===== config.mk =====
export PLATFORM = sky130hd
export DESIGN_NAME = tsvd_ctrl
export DESIGN_NICKNAME = d
export VERILOG_FILES = /design/src/tsvd_pkg.sv /design/src/tsvd_ctrl.sv
export SDC_FILE = /design/constraint.sdc
export NUM_CORES = 1
export LEC_CHECK = 0
export BUFFER_PORTS_ARGS = -buffer_cell sky130_fd_sc_hd__buf_2
export CORE_MARGIN = 2
export CORE_UTILIZATION = 25
export DETAILED_ROUTE_END_ITERATION = 6
export PLACE_DENSITY_LB_ADDON = 0.08
export SKIP_CTS_REPAIR_TIMING = 1
export SLEW_MARGIN = 15
export SYNTH_ARGS = -nofsm -noshare
export SYNTH_HDL_FRONTEND = slang
export SYNTH_SLANG_ARGS = --single-unit

===== constraint.sdc =====
create_clock -name clk -period 3.25 [get_ports clk]
set_input_delay 0.325 -clock clk [delete_from_list [all_inputs] [get_ports clk]]
set_output_delay 0.325 -clock clk [all_outputs]
set_load 0.05 [all_outputs]

===== src/tsvd_pkg.sv =====
`default_nettype none
package tsvd_pkg;

	// Defaults for the top-level parameters
	localparam int DEPTH_DEF       = 65536;
	localparam int MAX_CH_DEF      = 8;
	localparam int SAMPLE_BITS_DEF = 16;

	// Register file
	localparam int CC_W  = 4;   // channel_count width
	localparam int K_W   = 16;  // smoothing_k width
	localparam int CFG_W = 16;  // widest register
	localparam int CFG_IDX_W = 1;

	localparam logic [CFG_IDX_W-1:0] CFG_CHANNEL_COUNT = 1'd0;
	localparam logic [CFG_IDX_W-1:0] CFG_SMOOTHING_K   = 1'd1;

	localparam logic [CC_W-1:0] CC_RESET = 4'd2;
	localparam logic [K_W-1:0]  K_RESET  = 16'd64;

	// Speed in unsigned Q1.16
	localparam int SPD_W     = 17;
	localparam int FRAC_W    = 16;
	localparam logic [SPD_W-1:0] ONE_Q16 = 17'h10000;

	// speed * (k - 1) and the numerator of the speed division
	localparam int PROD_W    = SPD_W + K_W;
	localparam int SPD_NUM_W = PROD_W + 1;

	typedef enum logic [3:0] {
		ST_IDLE,
		ST_ACC,
		ST_MDIV_LD,
		ST_MDIV,
		ST_WRITE,
		ST_MUL,
		ST_SDIV_LD,
		ST_SDIV,
		ST_SPEED,
		ST_READ,
		ST_OUT
	} state_t;

	typedef enum logic {
		DIV_MONO,
		DIV_SPEED
	} div_sel_t;

	typedef struct packed {
		logic     in_ready;
		logic     load;
		logic     acc;
		logic     div_start;
		div_sel_t div_sel;
		logic     div_step;
		logic     hist_wr;
		logic     mul;
		logic     speed_upd;
		logic     rd;
		logic     out_load;
	} cmd_t;

	typedef struct packed {
		logic in_valid;
		logic in_playing;
		logic playing;
		logic acc_last;
		logic div_last;
		logic out_busy;
	} sts_t;

endpackage
`default_nettype wire


===== src/tsvd_ctrl.sv =====
`default_nettype none
module tsvd_ctrl import tsvd_pkg::*; (
	input  wire  clk,
	input  wire  arst_n,
	input  sts_t sts,
	output cmd_t cmd
);

	state_t state_q;
	state_t state_nx;

	always_ff @(posedge clk or negedge arst_n) begin
		if (!arst_n) begin
			state_q <= ST_IDLE;
		end else begin
			state_q <= state_nx;
		end
	end

	always_comb begin
		state_nx = state_q;
		case (state_q)
			ST_IDLE: begin
				if (sts.in_valid) begin
					state_nx = sts.in_playing ? ST_ACC : ST_MUL;
				end
			end
			ST_ACC: begin
				if (sts.acc_last) begin
					state_nx = ST_MDIV_LD;
				end
			end
			ST_MDIV_LD: state_nx = ST_MDIV;
			ST_MDIV: begin
				if (sts.div_last) begin
					state_nx = ST_WRITE;
				end
			end
			ST_WRITE:   state_nx = ST_MUL;
			ST_MUL:     state_nx = ST_SDIV_LD;
			ST_SDIV_LD: state_nx = ST_SDIV;
			ST_SDIV: begin
				if (sts.div_last) begin
					state_nx = ST_SPEED;
				end
			end
			ST_SPEED:   state_nx = ST_READ;
			ST_READ:    state_nx = ST_OUT;
			ST_OUT: begin
				if (!sts.out_busy) begin
					state_nx = ST_IDLE;
				end
			end
			default:    state_nx = ST_IDLE;
		endcase
	end

	always_comb begin
		cmd = '0;
		cmd.div_sel = DIV_MONO;
		case (state_q)
			ST_IDLE: begin
				cmd.in_ready = 1'b1;
				cmd.load     = sts.in_valid;
			end
			ST_ACC:     cmd.acc = 1'b1;
			ST_MDIV_LD: cmd.div_start = 1'b1;
			ST_MDIV:    cmd.div_step = 1'b1;
			ST_WRITE:   cmd.hist_wr = 1'b1;
			ST_MUL:     cmd.mul = 1'b1;
			ST_SDIV_LD: begin
				cmd.div_start = 1'b1;
				cmd.div_sel   = DIV_SPEED;
			end
			ST_SDIV:    cmd.div_step = 1'b1;
			ST_SPEED:   cmd.speed_upd = 1'b1;
			ST_READ:    cmd.rd = 1'b1;
			ST_OUT:     cmd.out_load = !sts.out_busy;
			default:    cmd = '0;
		endcase
	end

endmodule
`default_nettype wire


* Yosys cells after proc, flatten, opt, wreduce, memory -nomap -nowiden *
Index checks and enable logic that the tools add are counted.

operators by class
  reduce and logical (&&, ||, !) cells = 5
  muxes and demuxes = 17
  eq/ne operators = 15

operators with widths
  cell                                                  count
  one-hot mux 4 bit (11 select lines)                   1
  two-way mux 4 bit                                     5
  equality test 4 x 3 -> 1 bit (second input constant)  4
  equality test 4 bit (second input constant)           3
  inequality test 2 bit (second input constant)         5
  two-way mux 1 bit                                     9
  equality test 4 x 2 -> 1 bit (second input constant)  2
  AND reduction 5 bit                                   1
  equality test 4 x 1 -> 1 bit (second input constant)  1
  logical NOT 4 bit                                     1
  OR reduction 2 bit                                    2
  two-way mux 3 bit                                     1
  two-way mux 2 bit                                     1
  logical NOT 1 bit                                     1

word-level totals
  logic and storage cells = 38
  register bits = 4
  input port bits = 8
  output and inout bits = 11

* Depth between registers and ports, before layout *
Gate-level depths: netlist of run 1.

  depth in word-level cells = 3
  gate-level depth with buffers = 5
  mapped depth without buffers = 4

* Least setup slack after synthesis of run 1 *
OpenSTA, ideal clock, no wires.

  path kind = register to output
  from = register state_q[1]
  to = output cmd[9] (netlist bit)
  data required time = 2.925 ns
  arrival = 2.787 ns
  slack = 0.138 ns
  path buffers = 1
  stages on the path, launching flop included = 4
  path through = dfrtp_1 > clkbuf_1 > nor4_1 > and2_1

RTL lines
  what                    RTL line         RTL
  start, declared         tsvd_ctrl.sv:9   state_t state_q;
  start signal, assigned  tsvd_ctrl.sv:16  state_q <= state_nx;
  end, declared           tsvd_ctrl.sv:6   output cmd_t cmd

==> run summary, run 1 <==
FF+latch count, synth - 4
Top cell type's share of synthesized area - 28.9%
Setup TNS - 0 ns
Router iterations before antenna repair - 3
Total GRT Usage - 15.8%
Mapped Cells - 47
Netlist Area Pre-Place - 347 um2
Minimum clock period - 1.86 ns
Final #Nets - 74
Grt ovf - 0
Fin. Hold Viols - 0
Die Ht - 41.2 um
Gpl congestion - 0.650
Via count - 412
RSZ-0062 raised after global routing - false
CP startpoint kind - register
DRT met1 WL - 478 um
Clock slew at reported path FFs - 0.04 ns
Most frequent cells in the layout - buf_2, nor2_1, nor3_1
Post-route DRC - 0
Dpl ws - 1.57 ns
Routed wl met3 - 94 um
Syn_nets - 55
First-pass GRT wire length - 1630 um
Routed len/inst - 12.5 um
Seq/Total Area, Yosys - 28.9%
Antenna-violating nets left - 0
Clock root buffer - clkbuf_4
Starting density of the core - 26.6%
# port buffers - 17
Max Clk Rate - 0.538 GHz
Area of the multi-input gates - 223 um2
Hold path depth - 2
Tcrit/Tclk final - 57.2%
FF-to-FF setup slack - 1.55 ns
Crit. End Element - output pin
Worst hold start - sts[1]
Die X - 41.2 um
Worst Setup SP - state_q[1]$_DFFE_PN0P_
Final setup margin - 1.39 ns
Actual slew at the worst max-slew pin - 0.440 ns
Max Root-Sink Buffers - 2
Antenna Cells - 0
Largest net degree at the start of global routing - 16
Crit Reg-Reg Startpoint - state_q[1]$_DFFE_PN0P_
Clock skew - 0.000818 ns
Cell Rows - 13
CTS Sinks - 4
Final setup viols - 0
P&R area growth vs syn - 34.7%
Final WL - 989 um
Area contributors post-synth - dfrtp_1, nand2b_1, nor3_1
Number of global-route vias before repair - 367
Non-Filler Instances - 79
Most flops, register - state_q
Fillers - 155
Syn_area_per_cell - 7.37 um2
Critical Path AT - 1.54 ns
Status - finished clean
Max Cap Violations - 0
Core area - 1300 um2
Clock Latency Late Sink - 0.24 ns
Iter 0 DRT Violations - 5
Synth area leader - dfrtp_1
YS warnings - 0
Largest register FFs - 4
Vias per Instance - 5.22
Cells after DPL - 75
Slew headroom - 70.7%
TritonCTS Buffers - 3
# H-tree levels - 1
Met2 Wirelength - 395 um
Min-Delay Path Class - in2reg
Critical path class - reg2out
Die footprint - 1700 um2
IO Pins - 19
Reg-to-reg endpoint - state_q[3]$_DFFE_PN0P_
Share of layout cells above drive strength 1 - 34.4%
Library cells used by synthesis - 23
Hpwl dp - 682 um
DR top layer - met4
Peak fanout along the critical path - 15
WP data required - 2.92 ns
Slew Viols, Final - 0
Commonest non-fill, non-tap cell in the layout - buf_2
Register area - 100 um2
Initial antenna violation count - 0
CTS tree - yes
Worst hold endpoint - state_q[2]$_DFFE_PN0P_
Reg2reg path depth - 4
Regs by FF count - state_q (4)
Final Util - 35.9%
worst max-delay path, stage by stage, from the launching register on:
cell and delay (ns):
dfrtp_1 0.53, nor4_1 0.35, and2_1 0.16, buf_2 0.25
cell usage after synthesis:
cell and n:
or3_1 1, mux2_2 1, and2_1 1, a22o_1 1
a21oi_1 1, o32ai_1 2, buf_2 1, nor4_1 1
o211ai_1 1, a31oi_1 1, nand2b_1 4, a211o_1 1
inv_1 2, nor2_1 6, o21a_1 1, o31ai_2 1
clkbuf_1 3, dfrtp_1 4, o21ai_0 3, o22a_1 1
nor3_1 5, a21o_1 1, nand2_1 4
per-stage QoR:
| step | instance area, um2 | hold WS, ns |
|---|---|---|
| 2_1_floorplan | 347 | 0.0294 |
| 3_3_place_gp | 434 | 0.134 |
| 3_5_place_dp | 434 | 0.133 |
| 4_1_cts | 457 | -0.125 |
| 5_1_grt | 467 | 0.305 |
| 6_report | 467 | 0.308 |
cell families (layout without fill, tap and decap cells):
logic type | after synthesis | in the layout | share of synthesized area, %
flip-flops | 4 | 4 | 28.9
buffers and inverters | 6 | 23 | 6.86
AND/OR/NAND/NOR | 22 | 22 | 30.7
AO/OA/AOI/OAI | 14 | 14 | 30.3
multiplexers | 1 | 1 | 3.25
worst max-delay path by stage:
stage | to | slack, ns | cells past startpoint
final | cmd[9] | 1.39 | 3
after floorplan | cmd[9] | 0.14 | 3
after detailed placement | state_q[2]$_DFFE_PN0P_ | 1.57 | 4
after global placement | state_q[3]$_DFFE_PN0P_ | 1.55 | 4
after CTS | cmd[9] | 1.36 | 3
after global routing | cmd[9] | 1.26 | 3
layer usage:
| metal | vias to the layer above | track usage [%] |
|---|---|---|
| met4 | 0 | 9.68 |
| met3 | 5 | 8.15 |
| met5 | - | 0 |
| met1 | 187 | 20.1 |
| met2 | 17 | 20.7 |
| li1 | 203 | - |
cell type report:
class                      instances  share of cell area [%]
clock buffer                       3                    4.83
inverter                           2                    1.61
multi-input combinational         37                    47.7
sequential                         4                    21.4
tap                               15                    4.02
timing repair buffer              18                    20.4
Power of run 1 is not shown: default switching activity piles up to over one toggle a cycle in this logic, so the estimate is an artifact.
==> run 2: changes to the inputs <==
- ABC_AREA: not set -> 1
- clock period: 3.25 -> 1.7 ns (I/O delays scaled with it)
==> run summary, run 2 <==
Status - finished clean
Slew headroom - 81.4% (+11 points)
Router iterations before antenna repair - 3 (unchanged)
Most flops, register - state_q
Max stage delay on crit path - 0.42 ns (-0.11 ns)
Crit. End Element - output pin
Final WL - 840 um (-15%)
EDFF count, synth - 0 (unchanged)
Crit Reg-Reg Startpoint - state_q[1]$_DFFE_PN0P_
P_sw - 745 uW
Design Area, Final - 505 um2 (+8.3%)
Via count - 430 (+4.4%)
Antenna Cells - 0 (unchanged)
Die Ht - 41.7 um (+1.1%)
Clock root buffer - clkbuf_4
Die footprint - 1740 um2 (+2.3%)
Largest register FFs - 4 (unchanged)
Peak fanout along the critical path - 6 (-9)
Top cell type's share of synthesized area - 28.2% (-0.71 points)
Post-synth top cells - nand2_1, inv_1, nor2_1
Routed len/inst - 8.57 um (-32%)
Post-route DRC - 0 (unchanged)
CP Depth - 5 (+2)
Die X - 41.7 um (+1.1%)
CP startpoint kind - register
RSZ-0062 raised after global routing - false
Worst path bufs/invs - 3 (+2)
CP dominant cell by count - inv_1
Seq/Total Area, Yosys - 28.2% (-0.71 points)
Slew Viols, Final - 0 (unchanged)
Area contributors post-synth - dfrtp_1, nand2_1, inv_1
Antenna-violating nets left - 0 (unchanged)
Gpl congestion - 0.686 (+5.5%)
CP max-delay cell - dfrtp_1
Regs by FF count - state_q (4)
Critical Path AT - 1.39 ns (-0.15 ns)
Syn_area_per_cell - 5.73 um2 (-22%)
Mapped Cells - 62 (+32%)
Max Clk Rate - 0.640 GHz
# port buffers - 17 (unchanged)
Leakage - 0.000315 uW
Worst hold endpoint - state_q[2]$_DFFE_PN0P_
Count leader, synth - nand2_1
CTS Sinks - 4 (unchanged)
Maximum VDD drop - 0.877 mV
TritonCTS Buffers - 3 (unchanged)
FFs w/ async S/R, synth - 100% (unchanged)
Sw Share - 63.1%
Reg power frac - 18.7%
# H-tree levels - 1 (unchanged)
Max Cap Violations - 0 (unchanged)
Vias per Instance - 4.39 (-16%)
First-pass GRT wire length - 1370 um (-16%)
IO Pins - 19 (unchanged)
Hold path depth - 4 (+2)
Max Root-Sink Buffers - 2 (unchanged)
Min-Delay Path Class - in2reg
Critical path class - reg2out
Reg2reg path depth - 7 (+3)
Worst hold start - sts[1]
Core area - 1320 um2 (+1.2%)
Starting density of the core - 27.0% (+0.34 points)
Commonest non-fill, non-tap cell in the layout - buf_2
Clock slew at reported path FFs - 0.03 ns (about the same)
Iter 0 DRT Violations - 7 (+2)
Number of global-route vias before repair - 344 (-6.3%)
Ordered list of cells on the worst path - inv_1 > nor2_1 > inv_1 > nor4_2 > buf_4
P per Cell Area - 2340 nW/um2
Actual slew at the worst max-slew pin - 0.280 ns (-0.160 ns)
WP data required - 1.53 ns (-1.39 ns)
CP top delay family - buffers and inverters
Initial antenna violation count - 0 (unchanged)
Most frequent cells in the layout - buf_2, nand2_1, inv_1
Setup TNS - 0 ns (unchanged)
Library cells used by synthesis - 12 (-48%)
Share of layout cells above drive strength 1 - 37.3% (+3.0 points)
FF-to-FF setup slack - 0.51 ns (-1.04 ns)
Cell Rows - 13 (unchanged)
CTS tree - yes
Largest net degree at the start of global routing - 8 (-8)
Clock power frac - 9.9%
Reg-to-reg endpoint - state_q[1]$_DFFE_PN0P_
Non-Filler Instances - 98 (+24%)
Tcrit/Tclk final - 91.9%
Worst Setup SP - state_q[1]$_DFFE_PN0P_
Total GRT Usage - 10.4% (-5.5 points)
Int Pwr - 436 uW
FF+latch count, synth - 4 (unchanged)
Fin. Hold Viols - 0 (unchanged)
Clock skew - 0.00229 ns (+0.00147 ns)
P&R area growth vs syn - 42.3%
Synth area leader - dfrtp_1
Netlist Area Pre-Place - 355 um2 (+2.5%)
Final setup viols - 0 (unchanged)
Hpwl dp - 722 um (+5.9%)
Synth Flop Type - dfrtp_1
YS warnings - 0 (unchanged)
Syn_nets - 70 (+27%)
Fillers - 155 (unchanged)
Minimum clock period - 1.56 ns
Final #Nets - 93 (+26%)
Dpl cell area - 470 um2 (+8.4%)
Grt ovf - 0 (unchanged)
Gate power share - 71.4%
Cells after DPL - 94 (+25%)
Clock Latency Late Sink - 0.23 ns (about the same)
==> run 2: logic make-up after synthesis <==
logic type,synth area share [%]
AOI/OAI and AO/OA,7.75
buffers and inverters,14.8
and+or+nand+nor,49.3
DFF,28.2
==> run 2: worst max path at each step <==
stage	end	slack, ns
after global placement	cmd[0]	0.35
final	cmd[0]	0.14
after global routing	cmd[0]	0.02
after floorplan	cmd[0]	0.005
after CTS	cmd[0]	0.07
after detailed placement	cmd[0]	0.33
==> run 2: layer usage <==
layer	GRT usage, %	vias to the layer above	share of wire, %
li1	-	228	-
met5	0	-	0
met1	13.9	194	47
met3	5.65	0	4.9
met4	3.87	0	0
met2	13.8	8	48
==> run 2: area by class of cell <==
type	count	area, um2	area share (%)
well taps	15	18.8	3.71
clock buffers	3	22.5	4.46
repair buffers	18	97.6	19.3
multi-input cells	44	214	42.3
flip-flops and latches	4	100	19.8
inverters	14	52.6	10.4
==> run 2: power groups by stage <==
stage | registers, uW | clock network [uW] | logic (uW)
floorplan | 201 | 0 | 697
global placement | 224 | 0 | 852
detailed placement | 222 | 0 | 848
CTS | 221 | 123 | 850
global route | 231 | 128 | 921
finish | 221 | 117 | 844
==> run 2: worst min-delay path, stage by stage <==
cell	delay (ns)
buf_2	0.07
inv_1	0.04
nand3_1	0.07
nand2_1	0.05
==> run 2: per-stage QoR <==
step	setup slack [ns]	hold slack [ns]	total power (uW)	utilization, %
global placement	0.352	-0.0240	1080	35.7
global route	0.0157	0.235	1280	38.4
CTS	0.0718	-0.275	1190	37.4
finish	0.138	0.208	1180	38.4
detailed placement	0.327	-0.0235	1070	35.7
floorplan	0.00455	-0.126	898	-
(Power assumes the default switching activity.)
==> run 3: changes to the inputs <==
- CORE_AREA: not set -> 2 2 39 41
- CORE_MARGIN: 2 -> not set
- CORE_UTILIZATION: 25 -> not set
- CTS_CLUSTER_SIZE: not set -> 25
- DIE_AREA: not set -> 0 0 41 43
==> run summary, run 3 (synthesized netlist as in run 2, its figures left out) <==
Die footprint - 1760 um2 (+1.4%)
Vias per Instance - 4.43 (+1.1%)
CTS Sinks - 4 (unchanged)
Clock root buffer - clkbuf_4
Die X - 41 um (-1.7%)
Peak fanout along the critical path - 6 (unchanged)
Design Area, Final - 507 um2 (+0.25%)
Number of global-route vias before repair - 374 (+8.7%)
Cells after DPL - 95 (+1.1%)
Tcrit/Tclk final - 91.4% (-0.51 points)
Fin. Hold Viols - 0 (unchanged)
CP startpoint kind - register
Share of layout cells above drive strength 1 - 37.3% (unchanged)
Clock skew - 0.00270 ns (+0.000413 ns)
Iter 0 DRT Violations - 5 (-2)
Minimum clock period - 1.55 ns (-0.00870 ns)
Final Util - 36.6% (-1.7 points)
P&R area growth vs syn - 42.6%
Antenna Cells - 0 (unchanged)
Leakage - 0.000315 uW (unchanged)
Antenna-violating nets left - 0 (unchanged)
Maximum VDD drop - 0.836 mV (-4.7%)
Initial antenna violation count - 0 (unchanged)
Max Root-Sink Buffers - 2 (unchanged)
First-pass GRT wire length - 1400 um (+2.0%)
Largest net degree at the start of global routing - 8 (unchanged)
Dpl cell area - 472 um2 (+0.27%)
Critical Path AT - 1.38 ns (about the same)
Min-Delay Path Class - in2reg
Most frequent cells in the layout - buf_2, nand2_1, inv_1
Ordered list of cells on the worst path - inv_1 > nor2_1 > inv_1 > nor4_2 > buf_4
Met3 usage - 9.42% (+3.8 points)
Gpl congestion - 0.731 (+6.5%)
Fillers - 170 (+9.7%)
CP dominant cell by count - inv_1
CP top delay family - buffers and inverters
Worst path bufs/invs - 3 (unchanged)
Max stage delay on crit path - 0.41 ns (about the same)
Non-Filler Instances - 99 (+1.0%)
Clock Latency Late Sink - 0.24 ns (about the same)
Max Clk Rate - 0.644 GHz (+0.56%)
Die Ht - 43 um (+3.1%)
Met2 Use GR - 16.3% (+2.5 points)
Actual slew at the worst max-slew pin - 0.286 ns (+0.00656 ns)
Hpwl dp - 723 um (about the same)
IO Pins - 19 (unchanged)
GRT Max-Usage Layer - met2
Final setup viols - 0 (unchanged)
TritonCTS Buffers - 3 (unchanged)
Core area - 1380 um2 (+5.0%)
Grt ovf - 0 (unchanged)
Critical path class - reg2out
Via count - 439 (+2.1%)
Commonest non-fill, non-tap cell in the layout - buf_2
Most flops, register - state_q
Slew Viols, Final - 0 (unchanged)
Met1 Usage GRT - 14.2% (+0.34 points)
Starting density of the core - 25.7% (-1.3 points)
Regs by FF count - state_q (4)
# port buffers - 17 (unchanged)
Crit. End Element - output pin
Post-route DRC - 0 (unchanged)
Final #Nets - 93 (unchanged)
Setup TNS - 0 ns (unchanged)
Max Cap Violations - 0 (unchanged)
Router iterations before antenna repair - 4 (+1)
CP max-delay cell - dfrtp_1
P per Cell Area - 2330 nW/um2 (-0.18%)
Clock slew at reported path FFs - 0.03 ns (about the same)
Total GRT Usage - 12.4% (+2.0 points)
Slew headroom - 80.9% (-0.44 points)
Status - finished clean
Final WL - 873 um (+3.9%)
Largest register FFs - 4 (unchanged)
Cell Rows - 14 (+1)
WP data required - 1.53 ns (about the same)
Routed len/inst - 8.82 um (+2.9%)
RSZ-0062 raised after global routing - false
# H-tree levels - 1 (unchanged)
CTS tree - yes
[run 3: cell counts in the layout (fill, tap and decap cells not counted)]
No cell type changed its count.
[run 3: area by class of cell]
class / count / area, um2 / share of cell area, %
clock buffer: 3 / 22.5 / 4.44
inverter: 14 / 52.6 / 10.4
multi-input combinational: 44 / 214 / 42.2
sequential: 4 / 100 / 19.8
tap: 16 / 20.0 / 3.95
timing repair buffer: 18 / 97.6 / 19.3
[run 3: worst paths after layout]
| path | start | endpoint | slack (ns) | cells past startpoint |
|---|---|---|---|---|
| max | state_q[1]$_DFFE_PN0P_ | cmd[0] | 0.15 | 5 |
| min | sts[1] | state_q[2]$_DFFE_PN0P_ | 0.21 | 4 |
| max reg2reg | state_q[1]$_DFFE_PN0P_ | state_q[1]$_DFFE_PN0P_ | 0.52 | 7 |
| min reg2reg | state_q[1]$_DFFE_PN0P_ | state_q[1]$_DFFE_PN0P_ | 0.60 | 2 |
| max in group asynchronous | arst_n | state_q[1]$_DFFE_PN0P_ | 1.32 | 2 |
| min in group asynchronous | arst_n | state_q[0]$_DFFE_PN0P_ | 0.26 | 2 |
[run 3: report_power, final]
| group | total [uW] | switching (uW) | internal, uW |
|---|---|---|---|
| Combinational | 845 | 632 | 214 |
| Sequential | 218 | 74.5 | 144 |
| Clock | 119 | 39.8 | 79.0 |
[run 3: stage by stage]
stage	hold WS (ns)	setup slack [ns]	power, uW
floorplan	-0.126	0.00455	898
global placement	-0.0235	0.348	1080
detailed placement	-0.0224	0.348	1070
CTS	-0.278	0.0863	1200
global route	0.231	0.0219	1290
finish	0.206	0.146	1180
[run 3: worst min-delay path: stages]
cell and delay (ns):
buf_2 0.07, inv_1 0.04, nand3_1 0.07, nand2_1 0.05
[run 3: routing by layer]
| layer | wire [um] | vias to the layer above |
|---|---|---|
| met3 | 73 | 2 |
| met5 | 0 | - |
| met1 | 384 | 190 |
| met4 | 19 | 0 |
| met2 | 396 | 16 |
| li1 | - | 231 |
